==> src/hdl/ple_pkg.sv <==
package ple_pkg;

    localparam int CAPACITY_DEF = 64;

    localparam int POS_W    = 7;
    localparam int VALUE_W  = 32;
    localparam int STATUS_W = 2;
    localparam int COUNT_W  = 7;

    localparam logic CMD_INSERT = 1'b0;
    localparam logic CMD_DELETE = 1'b1;

    typedef enum logic [STATUS_W-1:0] {
        ST_DONE    = 2'd0,
        ST_INVALID = 2'd1,
        ST_FULL    = 2'd2
    } t_status;

    typedef struct packed {
        logic load;
        logic exec;
    } t_ctrl_cmd;

endpackage

==> src/hdl/ple_ctrl.sv <==
module ple_ctrl
    import ple_pkg::*;
(
    input  logic      i_clk,
    input  logic      i_rst_n,
    input  logic      i_valid,
    output logic      o_ready,
    output logic      o_valid,
    input  logic      i_ready,
    output t_ctrl_cmd o_cmd
);

    typedef enum logic [1:0] {
        S_IDLE = 2'b01,
        S_EXEC = 2'b10
    } t_state;

    t_state r_state, n_state;
    logic   r_out_valid, n_out_valid;
    logic   slot_free;

    assign slot_free = !r_out_valid || i_ready;

    always_comb begin
        n_state    = r_state;
        o_cmd.load = 1'b0;
        o_cmd.exec = 1'b0;
        case (r_state)
            S_IDLE: begin
                if (i_valid) begin
                    o_cmd.load = 1'b1;
                    n_state    = S_EXEC;
                end
            end
            S_EXEC: begin
                if (slot_free) begin
                    o_cmd.exec = 1'b1;
                    n_state    = S_IDLE;
                end
            end
            default: begin
                n_state = S_IDLE;
            end
        endcase
    end

    always_comb begin
        n_out_valid = r_out_valid;
        if (o_cmd.exec) begin
            n_out_valid = 1'b1;
        end else if (i_ready) begin
            n_out_valid = 1'b0;
        end
    end

    always_ff @(posedge i_clk) begin
        if (!i_rst_n) begin
            r_state     <= S_IDLE;
            r_out_valid <= 1'b0;
        end else begin
            r_state     <= n_state;
            r_out_valid <= n_out_valid;
        end
    end

    assign o_ready = (r_state == S_IDLE);
    assign o_valid = r_out_valid;

`ifndef SYNTHESIS
    a_load_to_exec: assert property (@(posedge i_clk) disable iff (!i_rst_n)
        o_cmd.load |=> (r_state == S_EXEC))
        else $error("load did not move controller to exec");

    a_valid_after_exec: assert property (@(posedge i_clk) disable iff (!i_rst_n)
        $rose(o_valid) |-> $past(o_cmd.exec))
        else $error("result valid without exec");

    a_no_overwrite: assert property (@(posedge i_clk) disable iff (!i_rst_n)
        (o_cmd.exec && o_valid) |-> i_ready)
        else $error("exec while result still pending");
`endif

endmodule

==> src/hdl/ple_dp.sv <==
module ple_dp
    import ple_pkg::*;
#(
    parameter int CAPACITY = CAPACITY_DEF
) (
    input  logic                i_clk,
    input  logic                i_rst_n,
    input  t_ctrl_cmd           i_cmd_ctl,
    input  logic                i_cmd,
    input  logic [VALUE_W-1:0]  i_value,
    input  logic [POS_W-1:0]    i_position,
    output logic [STATUS_W-1:0] o_status,
    output logic [COUNT_W-1:0]  o_entry_count
);

    localparam int CNT_W = $clog2(CAPACITY + 1);
    localparam int CMP_W = ((CNT_W > POS_W) ? CNT_W : POS_W) + 1;

    logic                r_cmd;
    logic [VALUE_W-1:0]  r_value;
    logic [POS_W-1:0]    r_pos;
    logic [CNT_W-1:0]    r_count, n_count;
    logic [VALUE_W-1:0]  r_cells [CAPACITY];
    logic [VALUE_W-1:0]  n_cells [CAPACITY];
    t_status             r_status, n_status;
    logic [CNT_W-1:0]    r_out_count;

    logic [CMP_W-1:0]    pos_ext, cnt_ext, idx;
    logic                do_ins, do_del;
    logic [CNT_W+COUNT_W-1:0] count_wide;

    assign pos_ext = CMP_W'(r_pos);
    assign cnt_ext = CMP_W'(r_count);
    assign idx     = pos_ext - CMP_W'(1);

    always_comb begin
        n_status = ST_DONE;
        do_ins   = 1'b0;
        do_del   = 1'b0;
        n_count  = r_count;
        if (r_cmd == CMD_INSERT) begin
            if ((pos_ext == '0) || (pos_ext > cnt_ext + CMP_W'(1))) begin
                n_status = ST_INVALID;
            end else if (cnt_ext == CMP_W'(CAPACITY)) begin
                n_status = ST_FULL;
            end else begin
                do_ins  = 1'b1;
                n_count = r_count + CNT_W'(1);
            end
        end else begin
            if ((pos_ext == '0) || (pos_ext > cnt_ext)) begin
                n_status = ST_INVALID;
            end else begin
                do_del  = 1'b1;
                n_count = r_count - CNT_W'(1);
            end
        end
    end

    for (genvar g = 0; g < CAPACITY; g++) begin : g_cell
        always_comb begin
            n_cells[g] = r_cells[g];
            if (do_ins) begin
                if (CMP_W'(g) == idx) begin
                    n_cells[g] = r_value;
                end else if ((g > 0) && (CMP_W'(g) > idx)) begin
                    n_cells[g] = r_cells[(g > 0) ? g - 1 : 0];
                end
            end else if (do_del) begin
                if ((g < CAPACITY - 1) && (CMP_W'(g) >= idx)) begin
                    n_cells[g] = r_cells[(g < CAPACITY - 1) ? g + 1 : g];
                end
            end
        end

        always_ff @(posedge i_clk) begin
            if (i_cmd_ctl.exec) begin
                r_cells[g] <= n_cells[g];
            end
        end
    end

    always_ff @(posedge i_clk) begin
        if (i_cmd_ctl.load) begin
            r_cmd   <= i_cmd;
            r_value <= i_value;
            r_pos   <= i_position;
        end
        if (i_cmd_ctl.exec) begin
            r_status    <= n_status;
            r_out_count <= n_count;
        end
    end

    always_ff @(posedge i_clk) begin
        if (!i_rst_n) begin
            r_count <= '0;
        end else if (i_cmd_ctl.exec) begin
            r_count <= n_count;
        end
    end

    assign count_wide    = {{COUNT_W{1'b0}}, r_out_count};
    assign o_entry_count = count_wide[COUNT_W-1:0];
    assign o_status      = r_status;

`ifndef SYNTHESIS
    a_count_bound: assert property (@(posedge i_clk) disable iff (!i_rst_n)
        CMP_W'(r_count) <= CMP_W'(CAPACITY))
        else $error("entry count beyond capacity");

    a_count_only_on_exec: assert property (@(posedge i_clk) disable iff (!i_rst_n)
        !i_cmd_ctl.exec |=> $stable(r_count))
        else $error("entry count changed without exec");

    a_invalid_keeps_count: assert property (@(posedge i_clk) disable iff (!i_rst_n)
        (i_cmd_ctl.exec && (n_status != ST_DONE)) |=> $stable(r_count))
        else $error("rejected request changed entry count");
`endif

endmodule

==> src/hdl/positional_list_engine_top.sv <==
// Channel   Handshake          Payload
// request   i_valid / o_ready  i_cmd, i_value, i_position
// result    o_valid / i_ready  o_status, o_entry_count
//
// Each request is first captured into the input registers on load; then, in exec, the
// cell row shifts and the result register loads.
// A new request is taken while the previous result waits in its register.
// Exec stalls only while that register is still full and i_ready is low.
// Synchronous active-low reset empties the list; entry contents are not cleared.
module positional_list_engine_top
    import ple_pkg::*;
#(
    parameter int CAPACITY = CAPACITY_DEF
) (
    input  logic                i_clk,
    input  logic                i_rst_n,
    input  logic                i_valid,
    output logic                o_ready,
    input  logic                i_cmd,
    input  logic [VALUE_W-1:0]  i_value,
    input  logic [POS_W-1:0]    i_position,
    output logic                o_valid,
    input  logic                i_ready,
    output logic [STATUS_W-1:0] o_status,
    output logic [COUNT_W-1:0]  o_entry_count
);

    t_ctrl_cmd ctl_cmd;

    ple_ctrl u_ctrl (
        .i_clk   (i_clk),
        .i_rst_n (i_rst_n),
        .i_valid (i_valid),
        .o_ready (o_ready),
        .o_valid (o_valid),
        .i_ready (i_ready),
        .o_cmd   (ctl_cmd)
    );

    ple_dp #(
        .CAPACITY (CAPACITY)
    ) u_dp (
        .i_clk         (i_clk),
        .i_rst_n       (i_rst_n),
        .i_cmd_ctl     (ctl_cmd),
        .i_cmd         (i_cmd),
        .i_value       (i_value),
        .i_position    (i_position),
        .o_status      (o_status),
        .o_entry_count (o_entry_count)
    );

endmodule
==> config.mk <==
export PLATFORM = sky130hd
export DESIGN_NAME = positional_list_engine_top
export DESIGN_NICKNAME = d
export VERILOG_FILES = /design/src/hdl/ple_pkg.sv /design/src/hdl/ple_ctrl.sv /design/src/hdl/ple_dp.sv /design/src/hdl/positional_list_engine_top.sv
export SDC_FILE = /design/constraint.sdc
export NUM_CORES = 1
export LEC_CHECK = 0
export BUFFER_PORTS_ARGS = -buffer_cell sky130_fd_sc_hd__buf_2
export CORE_MARGIN = 1.5
export CORE_UTILIZATION = 35
export CTS_CLUSTER_DIAMETER = 200
export DETAILED_ROUTE_END_ITERATION = 6
export HOLD_SLACK_MARGIN = 0.1
export PLACE_DENSITY_LB_ADDON = 0.2
export SLEW_MARGIN = 20
export SYNTH_ARGS = -nofsm -noshare
export SYNTH_HDL_FRONTEND = slang
export SYNTH_SLANG_ARGS = --single-unit
==> constraint.sdc <==
create_clock -name i_clk -period 3.67 [get_ports i_clk]
set_input_delay 0.1835 -clock i_clk [delete_from_list [all_inputs] [get_ports i_clk]]
set_output_delay 0.1835 -clock i_clk [all_outputs]
set_load 0.05 [all_outputs]
### Word-level counts from Yosys, hierarchy flattened

Cells that the tools add are included.

| storage, ports and cells | value |
|---|---|
| memory bits (writable) | 0 |
| latch bits | 0 |
| register bits after elaboration | 27 |
| logic and storage cells | 41 |
| memories | 0 |
| ROM bits | 0 |

| cells by class | value |
|---|---|
| shift operators | 0 |
| muxes and demuxes | 17 |
| multiply operators | 0 |
| divide/modulo/power cells | 0 |
| equality and inequality tests | 5 |
| reduce and logical (&&, ||, !) cells | 7 |
| add/subtract/negate cells | 3 |
| order comparisons | 2 |
| bitwise gates (word level) | 0 |

Operators with widths:

| kind | count |
|---|---|
| $mux W7 | 4 |
| $mux W2 | 5 |
| $add A7 B1 Y8 const B | 1 |
| $gt A7 B8 Y1 | 1 |
| $logic_not A8 Y1 | 1 |
| $add A7 B1 Y7 const B | 1 |
| $eq A7 B7 Y1 const B | 1 |
| $gt A7 B7 Y1 | 1 |
| $mux W1 | 7 |
| $sub A7 B1 Y7 const B | 1 |
| $pmux W2 S2 | 1 |
| $logic_or A1 B1 Y1 | 3 |
| $eq A2 B1 Y1 const B | 1 |
| $eq A2 B2 Y1 const B | 1 |
| $ne A2 B1 Y1 const B | 1 |
| $ne A2 B2 Y1 const B | 1 |
| $reduce_and A2 Y1 | 1 |
| $reduce_bool A2 Y1 | 1 |
| $logic_not A1 Y1 | 1 |

### Depth between registers and ports, before layout

Gate-level depths: netlist (run 1).

| logic depth | value |
|---|---|
| word-level depth | 5 |
| gate-level depth with buffers | 12 |

### Cells and area by module

Synthesis (run 1) repeated with hierarchy kept, for this count alone.

| unflattened totals | value |
|---|---|
| cell total of the unflattened synthesis | 186 |
| area, all modules | 1800.5 um2 |

By module, submodules not included:

| module | area each (um2) | instances | cells an instance |
|---|---|---|---|
| ple_dp | 1666.6 | 1 | 173 |
| ple_ctrl | 133.9 | 1 | 13 |

### Least setup slack after synthesis (run 1)

Ideal clock, no wire load.

| path | value |
|---|---|
| path kind | register to register |
| start point | register u_dp.r_count[0] |
| end point | register u_dp.r_count[0] |
| stages on the path, launching flop included | 13 |
| clock period less this slack | 2.999 ns |
| slack | 0.671 ns |
| library setup time | 0.070 ns |
| data required time | 3.600 ns |
| arrival time | 2.929 ns |
| path through | dfxtp_1 > ha_1 > nand3_1 > or3_1 > xnor2_1 > ha_1 > nand4_1 > a21oi_1 > a2111oi_4 > o21a_2 > a21oi_2 > or3_1 > a21boi_1 |

| between the ends | value |
|---|---|
| cells in the longest elaborated chain, start to end | 5 |
| elaborated cells between the ends (all ways) | 12 |
| classes of those cells | add/sub: 3; order compare: 2; eq/ne: 1; mux: 4; reduce/logical: 2 |

Ends and longest elaborated chain:

| element | RTL line | source |
|---|---|---|
| start: declaration | ple_dp.sv:22 | `logic [CNT_W-1:0] r_count, n_count;` |
| start signal: assignment | ple_dp.sv:99 | `r_count <= n_count;` |
| $add A7 B1 Y8 | ple_dp.sv:42 | `if ((pos_ext == '0) \|\| (pos_ext > cnt_ext + CMP_W'(1))) begin` |
| $gt A7 B8 Y1 | ple_dp.sv:42 |  |
| $logic_or A1 B1 Y1 | ple_dp.sv:42 |  |
| $mux W7 | ple_dp.sv:42 |  |
| $mux W7 * | ple_dp.sv:41 | `if (r_cmd == CMD_INSERT) begin` |

Every way passes the cells marked *; elsewhere a longest branch is shown, timed or not.
A chain may end at the register's enable or synchronous reset.

### Worst setup path after layout (run 1)

| path | value |
|---|---|
| start point | register u_dp.r_count[1] |
| end point | register u_dp.r_count[0] |

Same word-level chain as after synthesis.

==> impl_results.md, run 1 <==
- Status: finished clean
- Starting DRT DRC Count: 69
- RSZ-0062 raised after global routing: no
- Slew Limit Headroom: 0.655
- Ant diodes: 0
- Ys async rst share: 0
- Achievable frequency: between 200 and 300 MHz
- GRT Total Usage: 0.141
- Cts bufs inserted: 3
- CP Max Fanout: 6
- H-tree levels: 1
- Initial antenna violation count: 0
- Port Buffers: 22
- Cell taking the most area after synthesis: edfxtp_1
- Area of placed instances: 1860 um^2
- Total Power: approximately 600 uW
- Hold Crit Class: in2reg
- Commonest non-fill, non-tap cells in the layout: buf_2, ha_1, edfxtp_1
- Die Ht: just over 70 um
- Vias: between 1000 and 1500
- Die footprint: ~5200 um^2
- Final setup fails: 0
- Synth Net Count: 219
- Area grow syn2layout: 18.8%
- Core Util, Final: 0.428
- Prevailing post-synth register cell: edfxtp_1
- Synth Instances: around 160
- Post-placement setup slack: about 0.28 ns
- Layout cells sized above 1: 0.224
- First-pass GRT wire length: ~5700 um
- Count of flip-flops with a built-in enable after synthesis: 17
- Clk_skew: about 0.0056 ns
- Slowest stage cell, crit path: dfxtp_1
- TritonCTS clock tree: done
- Critical Path, Cell by Cell: ha_1, nand3_1, or3_1, xnor2_1, ha_1, nand4_1, a21oi_1, a2111oi_4, o21a_2, a21oi_2, or3_1, a21boi_1
- Critical path class: reg2reg
- Final net count: 254
- HPWL Detailed: 2620 um
- Final WS setup: 0.215 ns
- Cell area after layout: 1990 um^2
- Num rows: 25
- Worst Path Required: 3.89 ns
- Total power per unit cell area: roughly 310 nW/um^2
- Total of max-cap violations: 0
- Post-DRT Antenna Nets: 0
- Synth top area share: 0.304
- Worst hold slack: approximately 0.23 ns
- PostCTS Resize Cnt: 0
- Post-CTS Setup Inserts: 0
- Commonest non-fill, non-tap cell in the layout: buf_2
- Die width: about 72 um
- Detailed Route WL: 3350 um
- Pin count of the biggest net entering global routing: 17
- Num ports: 55
- Crit path time final: between 3 and 4 ns
- Worst Setup Start Kind: register
- Post-DR wirelength/cell: about 14 um
- Setup TNS: 0 ns
- DRT Pass-1 Iters: 4
- FF+latch count, synth: 27
- Fin cells: 246
- Slowest stage delay, CP: 0.44 ns
- Gr ovfl total: 0
- Register area share after synthesis: 0.424
- Leak Pwr: 0.741 nW
- Final Cycle Share: 0.942
- Max Slew Vio Count: 0
- DRC: 0
- Clk slew on worst S/H paths: ~0.10 ns
- CP Capture Type: register
- Worst VDD drop: 0.000153 V
- Vias in the first global route: between 1000 and 1500
- Slew @ Worst Pin: 0.517 ns
- Crit path arrival time: around 3.7 ns
- Max clock buf depth: 2
- Dpl cells: ~230
- Post-DR vias/cell: approximately 5.2
- Synth unique cells: 47
- Synthesis Warnings: 0
- Initial Utilization: 0.360
- Final hold vios: 0
- Mean Syn Cell Area: about 11 um^2
- Placer Congestion: approximately 0.83
- Ranking of synthesized cells by area: edfxtp_1, ha_1, dfxtp_1
- Cell area after synthesis: approximately 1700 um^2
- Core ar.: around 4700 um^2
- CTS root buf: clkbuf_8
- Clk_lat worst skew: about 0.28 ns
- Clk sinks: 27
## flip-flops by register name, indices dropped and copies added, names as in the netlist
name	cells
u_dp.o_entry_count	7
u_dp.r_count	7
u_dp.r_pos	7
u_ctrl.r_state	2
u_dp.o_status	2
u_ctrl.o_valid	1
u_dp.r_cmd	1
## final cells by class
class | count | area [um^2]
Fill cell | 445 | 2670
Multi-Input combinational cell | 116 | 908
Sequential cell | 27 | 711
Timing Repair Buffer | 33 | 213
Tap cell | 54 | 67.6
Inverter | 12 | 45.0
Clock buffer | 3 | 41.3
Clock inverter | 1 | 7.51
## kinds of logic after synthesis
| family | Yosys count | share of synthesized area |
|---|---|---|
| AO/OA/AOI/OAI | 36 | 0.173 |
| XOR/XNOR | 10 | 0.0522 |
| adder cells (fa/ha/maj) | 17 | 0.127 |
| buffers and inverters | 15 | 0.0351 |
| flip-flops | 27 | 0.424 |
| multiplexers | 2 | 0.0119 |
| AND/OR/NAND/NOR | 51 | 0.177 |
## routing by layer
metal  vias to the layer above  GRT usage  wire, um
met4                         0     0.0482        55
li1                        643          -         -
met1                       588      0.171      1520
met3                         7     0.0236       131
met2                        32      0.251      1640
met5                         -          0         0
## power breakdown
group          total, mW  internal [mW]  switching [mW]
logic             0.0993         0.0437          0.0556
registers          0.342          0.335         0.00742
clock network      0.174         0.0772          0.0967
total              0.615          0.456           0.160
## critical path: cells and delay by family (launching register included)
kind / cells / cell delay, ns
xor gates and xnor gates: 1 / 0.15
adders and majority gates: 2 / 0.64
DFF: 1 / 0.44
AOI/OAI and AO/OA: 5 / 1.05
and+or+nand+nor: 4 / 1.11
## synthesized netlist by cell type, types with 2 or more instances
| cell | number |
|---|---|
| buf_2 | 2 |
| ha_1 | 17 |
| edfxtp_1 | 17 |
| nand2b_1 | 4 |
| a21oi_1 | 7 |
| nand3_1 | 5 |
| clkinv_1 | 2 |
| o2bb2ai_1 | 2 |
| a21o_1 | 3 |
| dfxtp_1 | 10 |
| a211oi_1 | 2 |
| a21boi_1 | 3 |
| nor3_1 | 2 |
| nand3b_1 | 2 |
| mux2i_1 | 2 |
| xnor2_1 | 10 |
| nand4_1 | 3 |
| nand2_1 | 12 |
| or3_1 | 4 |
| nor2_1 | 8 |
| o21ai_0 | 6 |
| inv_1 | 10 |
## final timing paths
check / start / to / slack, ns / cells after the start
max reg2reg: u_dp.r_count[1]$_SDFFE_PN0P_ / u_dp.r_count[0]$_SDFFE_PN0P_ / 0.21 / 12
min reg2reg: u_dp.r_count[5]$_SDFFE_PN0P_ / u_dp.r_count[5]$_SDFFE_PN0P_ / 0.53 / 2
max: u_dp.r_count[1]$_SDFFE_PN0P_ / u_dp.r_count[0]$_SDFFE_PN0P_ / 0.21 / 12
min: i_ready / u_ctrl.o_valid$_SDFFE_PN0P_ / 0.23 / 3
## repair_timing
| action | 4_1_cts | 5_1_grt |
|---|---|---|
| endpoints found under the setup margin | 0 | 0 |
| hold buffers | 8 | 0 |
| hold endpoints to repair | 8 | 0 |
(Power assumes the default switching activity.)
==> inputs of run 2 (changes only) <==
- BUFFER_PORTS_ARGS: -buffer_cell sky130_fd_sc_hd__buf_2 -> -buffer_cell sky130_fd_sc_hd__buf_4
==> run 2 against run 1 <==
Net effect: count of clock-buffer cells in the layout unchanged; design area up 2.8%; first-iteration DRC count up 48%; non-clock buffer count unchanged; critical path type unchanged; cell count unchanged; clock skew down 0.0018 ns; die area unchanged.
==> impl_results.md, run 2 (same netlist as run 1, synthesis figures left out) <==
- Max Slew Vio Count: 0 (unchanged)
- Worst R2R Path Depth: 12 (unchanged)
- Total of max-cap violations: 0 (unchanged)
- Post-DRT Antenna Nets: 0 (unchanged)
- Ant diodes: 0 (unchanged)
- Detailed Route WL: 3390 um (was 3350 um)
- Slew @ Worst Pin: 0.551 ns (was 0.517 ns)
- Worst VDD drop: 0.000123 V (was 0.000153 V)
- Vias in the first global route: 1246 (was 1240)
- Critical Path Sink: u_dp.r_count[0]$_SDFFE_PN0P_ (unchanged)
- FF-to-FF setup slack: 0.22 ns (was 0.21 ns)
- Status: finished clean (unchanged)
- RR Startpoint: u_dp.r_count[1]$_SDFFE_PN0P_ (unchanged)
- Num ports: 55 (unchanged)
- Gr ovfl total: 0 (unchanged)
- Critical path class: reg2reg (unchanged)
- Initial Utilization: 0.360 (unchanged)
- DRC: 0 (unchanged)
- Commonest non-fill, non-tap cell in the layout: buf_4 (was buf_2)
- Psw: 163 uW (was 160 uW)
- Final setup fails: 0 (unchanged)
- Area grow syn2layout: 22.1% (was 18.8%)
- Crit. path cell count: 12 (unchanged)
- CP delay by family, top: simple AND/OR/NAND/NOR gates (unchanged)
- Core ar.: 4660 um^2 (unchanged)
- Port Buffers: 22 (unchanged)
- Slowest stage delay, CP: 0.45 ns (was 0.44 ns)
- Crit path arrival time: 3.67 ns (about the same)
- Final WS setup: 0.219 ns (was 0.215 ns)
- Pin count of the biggest net entering global routing: 17 (unchanged)
- Post-DR wirelength/cell: 13.8 um (was 13.6 um)
- GRT Total Usage: 0.142 (was 0.141)
- Vias: 1278 (was 1270)
- Cts bufs inserted: 3 (unchanged)
- Sw Share: 0.261 (was 0.260)
- Achievable frequency: 290 MHz (was 289 MHz)
- Die width: 72.2 um (unchanged)
- Layout cells sized above 1: 0.224 (unchanged)
- Worst Path Buf+Inv: 0 (unchanged)
- Leak Pwr: 0.759 nW (was 0.741 nW)
- Worst Setup Start Kind: register (unchanged)
- Combinational share of power: 0.168 (was 0.161)
- Commonest non-fill, non-tap cells in the layout: buf_4, ha_1, edfxtp_1 (was buf_2, ha_1, edfxtp_1)
- HPWL Detailed: 2590 um (was 2620 um)
- Clk sinks: 27 (unchanged)
- Final hold vios: 0 (unchanged)
- H-tree levels: 1 (unchanged)
- Worst Path Required: 3.89 ns (about the same)
- PostCTS Resize Cnt: 0 (unchanged)
- Hold Crit Class: in2reg (unchanged)
- Slowest stage cell, crit path: dfxtp_1 (unchanged)
- Initial antenna violation count: 0 (unchanged)
- RSZ-0062 raised after global routing: no (unchanged)
- Starting DRT DRC Count: 102 (was 69)
- Clk_lat worst skew: 0.27 ns (was 0.28 ns)
- Max clock buf depth: 2 (unchanged)
- First-pass GRT wire length: 5800 um (was 5730 um)
- Crit path from: u_dp.r_count[1]$_SDFFE_PN0P_ (unchanged)
- Final net count: 254 (unchanged)
- CP Max Fanout: 6 (unchanged)
- Slew Limit Headroom: 0.632 (was 0.655)
- Post-placement setup slack: 0.287 ns (was 0.280 ns)
- Clk pwr share: 0.282 (was 0.283)
- CP Capture Type: register (unchanged)
- Min-Delay Path Depth: 3 (unchanged)
- Sequential power share: 0.550 (was 0.556)
- Setup TNS: 0 ns (unchanged)
- Internal: 460 uW (was 456 uW)
- FF-to-FF End: u_dp.r_count[0]$_SDFFE_PN0P_ (unchanged)
- Placer Congestion: 0.832 (was 0.835)
- TritonCTS clock tree: done (unchanged)
- DRT Pass-1 Iters: 5 (was 4)
- Crit path time final: 3.45 ns (was 3.46 ns)
- Clk_skew: 0.00380 ns (was 0.00557 ns)
- Clk slew on worst S/H paths: 0.10 ns (about the same)
- Final Cycle Share: 0.940 (was 0.942)
- CTS root buf: clkbuf_8 (unchanged)
- Die Ht: 72.2 um (unchanged)
- Total power per unit cell area: 304 nW/um^2 (was 309 nW/um^2)
- Critical Path, Cell by Cell: ha_1, nand3_1, or3_1, xnor2_1, ha_1, nand4_1, a21oi_1, a2111oi_4, o21a_2, a21oi_2, or3_1, a21boi_1 (unchanged)
- Die footprint: 5220 um^2 (unchanged)
- Num rows: 25 (unchanged)
- Post-DR vias/cell: 5.20 (was 5.16)
-- run 2: timing repair --
action	in CTS	in global routing
hold endpoints to repair	8	0
endpoints found under the setup margin	0	0
hold buffers	8	0
buffers inserted	0	0
-- run 2: how the worst min path moves through the flow --
stage | start | to | slack, ns
floorplan | i_cmd | u_dp.r_cmd$_DFFE_PP_ | 0.28
global placement | i_position[3] | u_dp.r_pos[3]$_DFFE_PP_ | 0.36
detailed placement | i_position[4] | u_dp.r_pos[4]$_DFFE_PP_ | 0.36
CTS | i_ready | u_ctrl.o_valid$_SDFFE_PN0P_ | 0.23
global route | i_rst_n | u_ctrl.r_state[1]$_SDFFE_PN0P_ | 0.24
finish | i_ready | u_ctrl.o_valid$_SDFFE_PN0P_ | 0.23
-- run 2: worst register-to-register path: cells and delay by family, from the launching register on --
family          cells  cell delay [ns]
compound gates      5             1.08
xor+xnor            1             0.15
fa+ha+maj           2             0.62
flops               1             0.45
simple gates        4             1.09
-- run 2: layout make-up --
| class | count | area, um^2 |
|---|---|---|
| Clock buffer | 3 | 41.3 |
| Multi-Input combinational cell | 116 | 908 |
| Sequential cell | 27 | 711 |
| Inverter | 12 | 45.0 |
| Clock inverter | 1 | 7.51 |
| Timing Repair Buffer | 33 | 268 |
| Fill cell | 434 | 2610 |
| Tap cell | 54 | 67.6 |
-- run 2: power groups by stage --
stage          clock, mW  sequential [mW]  combinational, mW
2_1_floorplan          0            0.353             0.0653
3_3_place_gp           0            0.349             0.0952
3_5_place_dp           0            0.350             0.0974
4_1_cts            0.182            0.343              0.105
5_1_grt            0.193            0.344              0.116
6_report           0.176            0.342              0.104
-- run 2: per-stage QoR --
step	power [mW]	utilization	instance area (um^2)	hold slack, ns	cells
after floorplan	0.418	-	1680	0.282	158
after CTS	0.629	0.439	2050	0.229	246
after detailed placement	0.447	0.412	1920	0.363	234
after global placement	0.445	0.412	1920	0.362	234
after global routing	0.652	0.439	2050	0.238	246
final	0.623	0.439	2050	0.228	246
-- run 2: routing by layer --
metal  GRT usage  share of wire
met1       0.187           0.47
met2       0.234           0.47
met3      0.0222          0.034
met4      0.0608          0.022
met5           0              0
==> inputs of run 3 (changes only) <==
- CORE_MARGIN: 1.5 -> not set
- GPL_TIMING_DRIVEN: not set -> 0
- SYNTH_HIERARCHICAL: not set -> 1
==> run 3 against run 2 <==
Net effect: design area increased by 6.8%; sequential power hardly changed; global-route usage is 3.0 points higher; register-to-register slack better by 0.09 ns; critical path depth stayed put; critical path type unchanged; largest cell class unchanged; highest routed layer unchanged.
==> impl_results.md, run 3 <==
- CP Max Fanout: 8 (was 6)
- Critical path class: reg2reg (unchanged)
- Post-DR vias/cell: 5.45 (was 5.20)
- Area grow syn2layout: 21.5% (was 22.1%)
- Clk slew on worst S/H paths: 0.10 ns (about the same)
- Synth Instances: 186 (was 158)
- Area of placed instances: 2050 um^2 (was 1920 um^2)
- Max clock buf depth: 2 (unchanged)
- CTS root buf: clkbuf_8 (unchanged)
- Commonest non-fill, non-tap cells in the layout: buf_4, ha_1, edfxtp_1 (unchanged)
- Final setup fails: 0 (unchanged)
- TritonCTS clock tree: done (unchanged)
- Register area share after synthesis: 0.395 (was 0.424)
- Ranking of synthesized cells by area: edfxtp_1, ha_1, dfxtp_1 (unchanged)
- Sequential power share: 0.520 (was 0.550)
- Die footprint: 5440 um^2 (was 5220 um^2)
- Final Cycle Share: 0.915 (was 0.940)
- RR Startpoint: u_dp/r_count[0]$_SDFFE_PN0P_ (was u_dp.r_count[1]$_SDFFE_PN0P_)
- Die width: 73.7 um (was 72.2 um)
- Crit path arrival time: 3.48 ns (was 3.67 ns)
- Total of max-cap violations: 0 (unchanged)
- Clk_lat worst skew: 0.28 ns (was 0.27 ns)
- Placer Congestion: 0.921 (was 0.832)
- Final net count: 283 (was 254)
- H-tree levels: 1 (unchanged)
- Slew Limit Headroom: 0.657 (was 0.632)
- Num rows: 25 (unchanged)
- Port Buffers: 22 (unchanged)
- Setup TNS: 0 ns (unchanged)
- Initial Utilization: 0.371 (was 0.360)
- DR WL met2: 2000 um (was 1590 um)
- Leak Pwr: 0.808 nW (was 0.759 nW)
- Ys async rst share: 0 (unchanged)
- Internal: 474 uW (was 460 uW)
- Worst VDD drop: 0.000179 V (was 0.000123 V)
- Synthesis Warnings: 6 (was 0)
- Combinational share of power: 0.216 (was 0.168)
- Clk pwr share: 0.265 (was 0.282)
- FF+latch count, synth: 27 (unchanged)
- Final hold vios: 0 (unchanged)
- Prevailing post-synth register cell: edfxtp_1 (unchanged)
- Top sig layer: met4 (unchanged)
- Synth Net Count: 247 (was 219)
- Gr ovfl total: 0 (unchanged)
- Synth unique cells: 47 (unchanged)
- Pin count of the biggest net entering global routing: 16 (was 17)
- Achievable frequency: 298 MHz (was 290 MHz)
- Detailed Route WL: 4180 um (was 3390 um)
- Cell area after layout: 2190 um^2 (was 2050 um^2)
- Slew @ Worst Pin: 0.514 ns (was 0.551 ns)
- First-pass GRT wire length: 7100 um (was 5800 um)
- Worst R2R Path Depth: 12 (unchanged)
- FF-to-FF setup slack: 0.31 ns (was 0.22 ns)
- Post-CTS Setup Inserts: 0 (unchanged)
- Sw Share: 0.287 (was 0.261)
- DRC: 0 (unchanged)
- Synth top area share: 0.284 (was 0.304)
- WL met1: 1900 um (was 1610 um)
- Total power per unit cell area: 304 nW/um^2 (about the same)
- Core ar.: 4850 um^2 (was 4660 um^2)
- Die Ht: 73.7 um (was 72.2 um)
- Post-DRT Antenna Nets: 0 (unchanged)
- Worst Path Required: 3.79 ns (was 3.89 ns)
- GRT Total Usage: 0.172 (was 0.142)
- Commonest non-fill, non-tap cell in the layout: buf_4 (unchanged)
- Worst Setup Start Kind: register (unchanged)
- Post-DR wirelength/cell: 14.5 um (was 13.8 um)
- FF-to-FF End: u_dp/o_entry_count[3]$_DFFE_PP_ (was u_dp.r_count[0]$_SDFFE_PN0P_)
- Worst Hold Endpoint: u_ctrl/o_valid$_SDFFE_PN0P_ (was u_ctrl.o_valid$_SDFFE_PN0P_)
- Vias in the first global route: 1533 (was 1246)
- HPWL Detailed: 3110 um (was 2590 um)
- Count of flip-flops with a built-in enable after synthesis: 17 (unchanged)
- Layout cells sized above 1: 0.181 (was 0.224)
- Clk_skew: 0.00304 ns (was 0.00380 ns)
- Mean Syn Cell Area: 9.68 um^2 (was 10.6 um^2)
- Wire length on met3: 199 um (was 115 um)
- CP Capture Type: register (unchanged)
- Num ports: 55 (unchanged)
- Hold Crit Class: in2reg (unchanged)
- Clk sinks: 27 (unchanged)
- Vias: 1569 (was 1278)
- Hold_sp: i_ready (unchanged)
- Post-placement setup slack: 0.250 ns (was 0.287 ns)
- Psw: 191 uW (was 163 uW)
- Max Slew Vio Count: 0 (unchanged)
- Cell taking the most area after synthesis: edfxtp_1 (unchanged)
- Commonest cells post-synth: edfxtp_1, ha_1, nand3_1, inv_1, dfxtp_1 (was edfxtp_1, ha_1, nand2_1)
- Status: finished clean (unchanged)
- Cts bufs inserted: 3 (unchanged)
- Initial antenna violation count: 0 (unchanged)
- RSZ-0062 raised after global routing: no (unchanged)
- Min-Delay Path Depth: 3 (unchanged)
- Final WS setup: 0.312 ns (was 0.219 ns)
- Crit path time final: 3.36 ns (was 3.45 ns)
- DRT Pass-1 Iters: 4 (was 5)
- Cell area after synthesis: 1800 um^2 (was 1680 um^2)
- Ant diodes: 0 (unchanged)
- Starting DRT DRC Count: 92 (was 102)
==> run 3: power groups by stage <==
stage / Clock, mW / Combinational (mW) / Sequential [mW]
detailed placement: 0 / 0.134 / 0.352
CTS: 0.182 / 0.142 / 0.346
global route: 0.197 / 0.159 / 0.348
finish: 0.176 / 0.143 / 0.345
floorplan: 0 / 0.0922 / 0.356
global placement: 0 / 0.134 / 0.353
==> run 3: per-stage QoR <==
| step | power (mW) | hold WS, ns | std cells | utilization |
|---|---|---|---|---|
| 2_1_floorplan | 0.448 | 0.263 | 186 | - |
| 3_3_place_gp | 0.486 | 0.362 | 275 | 0.423 |
| 3_5_place_dp | 0.487 | 0.363 | 275 | 0.423 |
| 4_1_cts | 0.670 | 0.169 | 288 | 0.451 |
| 5_1_grt | 0.703 | 0.183 | 288 | 0.451 |
| 6_report | 0.665 | 0.177 | 288 | 0.451 |
==> run 3: kinds of logic after synthesis <==
| family | count (synthesis) | share of synthesized area |
|---|---|---|
| compound gates | 47 | 0.194 |
| xor+xnor | 8 | 0.0389 |
| fa+ha+maj | 17 | 0.118 |
| buf+inv | 24 | 0.0556 |
| flops | 27 | 0.395 |
| mux | 3 | 0.0181 |
| simple gates | 60 | 0.181 |
==> run 3: metal layers <==
layer,track usage,up-vias
met5,0,-
met4,0.0791,0
met3,0.0274,11
met2,0.294,59
met1,0.213,721
li1,-,778
==> run 3: worst max path at each step <==
stage | from | endpoint | slack, ns
detailed placement | u_dp/r_count[0]$_SDFFE_PN0P_ | u_dp/o_entry_count[3]$_DFFE_PP_ | 0.25
global route | u_dp/r_count[0]$_SDFFE_PN0P_ | u_dp/o_entry_count[3]$_DFFE_PP_ | 0.08
CTS | u_dp/r_count[0]$_SDFFE_PN0P_ | u_dp/o_entry_count[3]$_DFFE_PP_ | 0.20
global placement | u_dp/r_count[0]$_SDFFE_PN0P_ | u_dp/o_entry_count[3]$_DFFE_PP_ | 0.23
finish | u_dp/r_count[0]$_SDFFE_PN0P_ | u_dp/o_entry_count[3]$_DFFE_PP_ | 0.31
floorplan | u_dp/r_count[0]$_SDFFE_PN0P_ | u_dp/o_entry_count[3]$_DFFE_PP_ | 0.65
==> run 3: repair_timing <==
| action | in CTS | in global routing |
|---|---|---|
| hold buffers | 9 | 0 |
| endpoints found under the setup margin | 0 | 1 |
| endpoints found under the hold margin | 9 | 0 |
| gates resized for setup | 0 | 1 |
==> run 3: cell type report <==
class	instances	area (um^2)
Sequential cell	27	712
Multi-Input combinational cell	135	990
Clock buffer	3	41.3
Clock inverter	1	5.00
Timing Repair Buffer	31	255
Inverter	12	45.0
Buffer	12	55.1
Tap cell	67	83.8
Fill cell	472	2660
==> run 3: worst max-delay path, stage by stage, from the launching register on <==
cell	delay, ns
dfxtp_2	0.43
ha_1	0.27
inv_1	0.10
or2_2	0.33
xnor2_1	0.18
ha_1	0.29
and3_1	0.23
a221oi_2	0.25
a21oi_2	0.17
or3_1	0.32
buf_2	0.17
mux2_2	0.28
o221ai_1	0.16
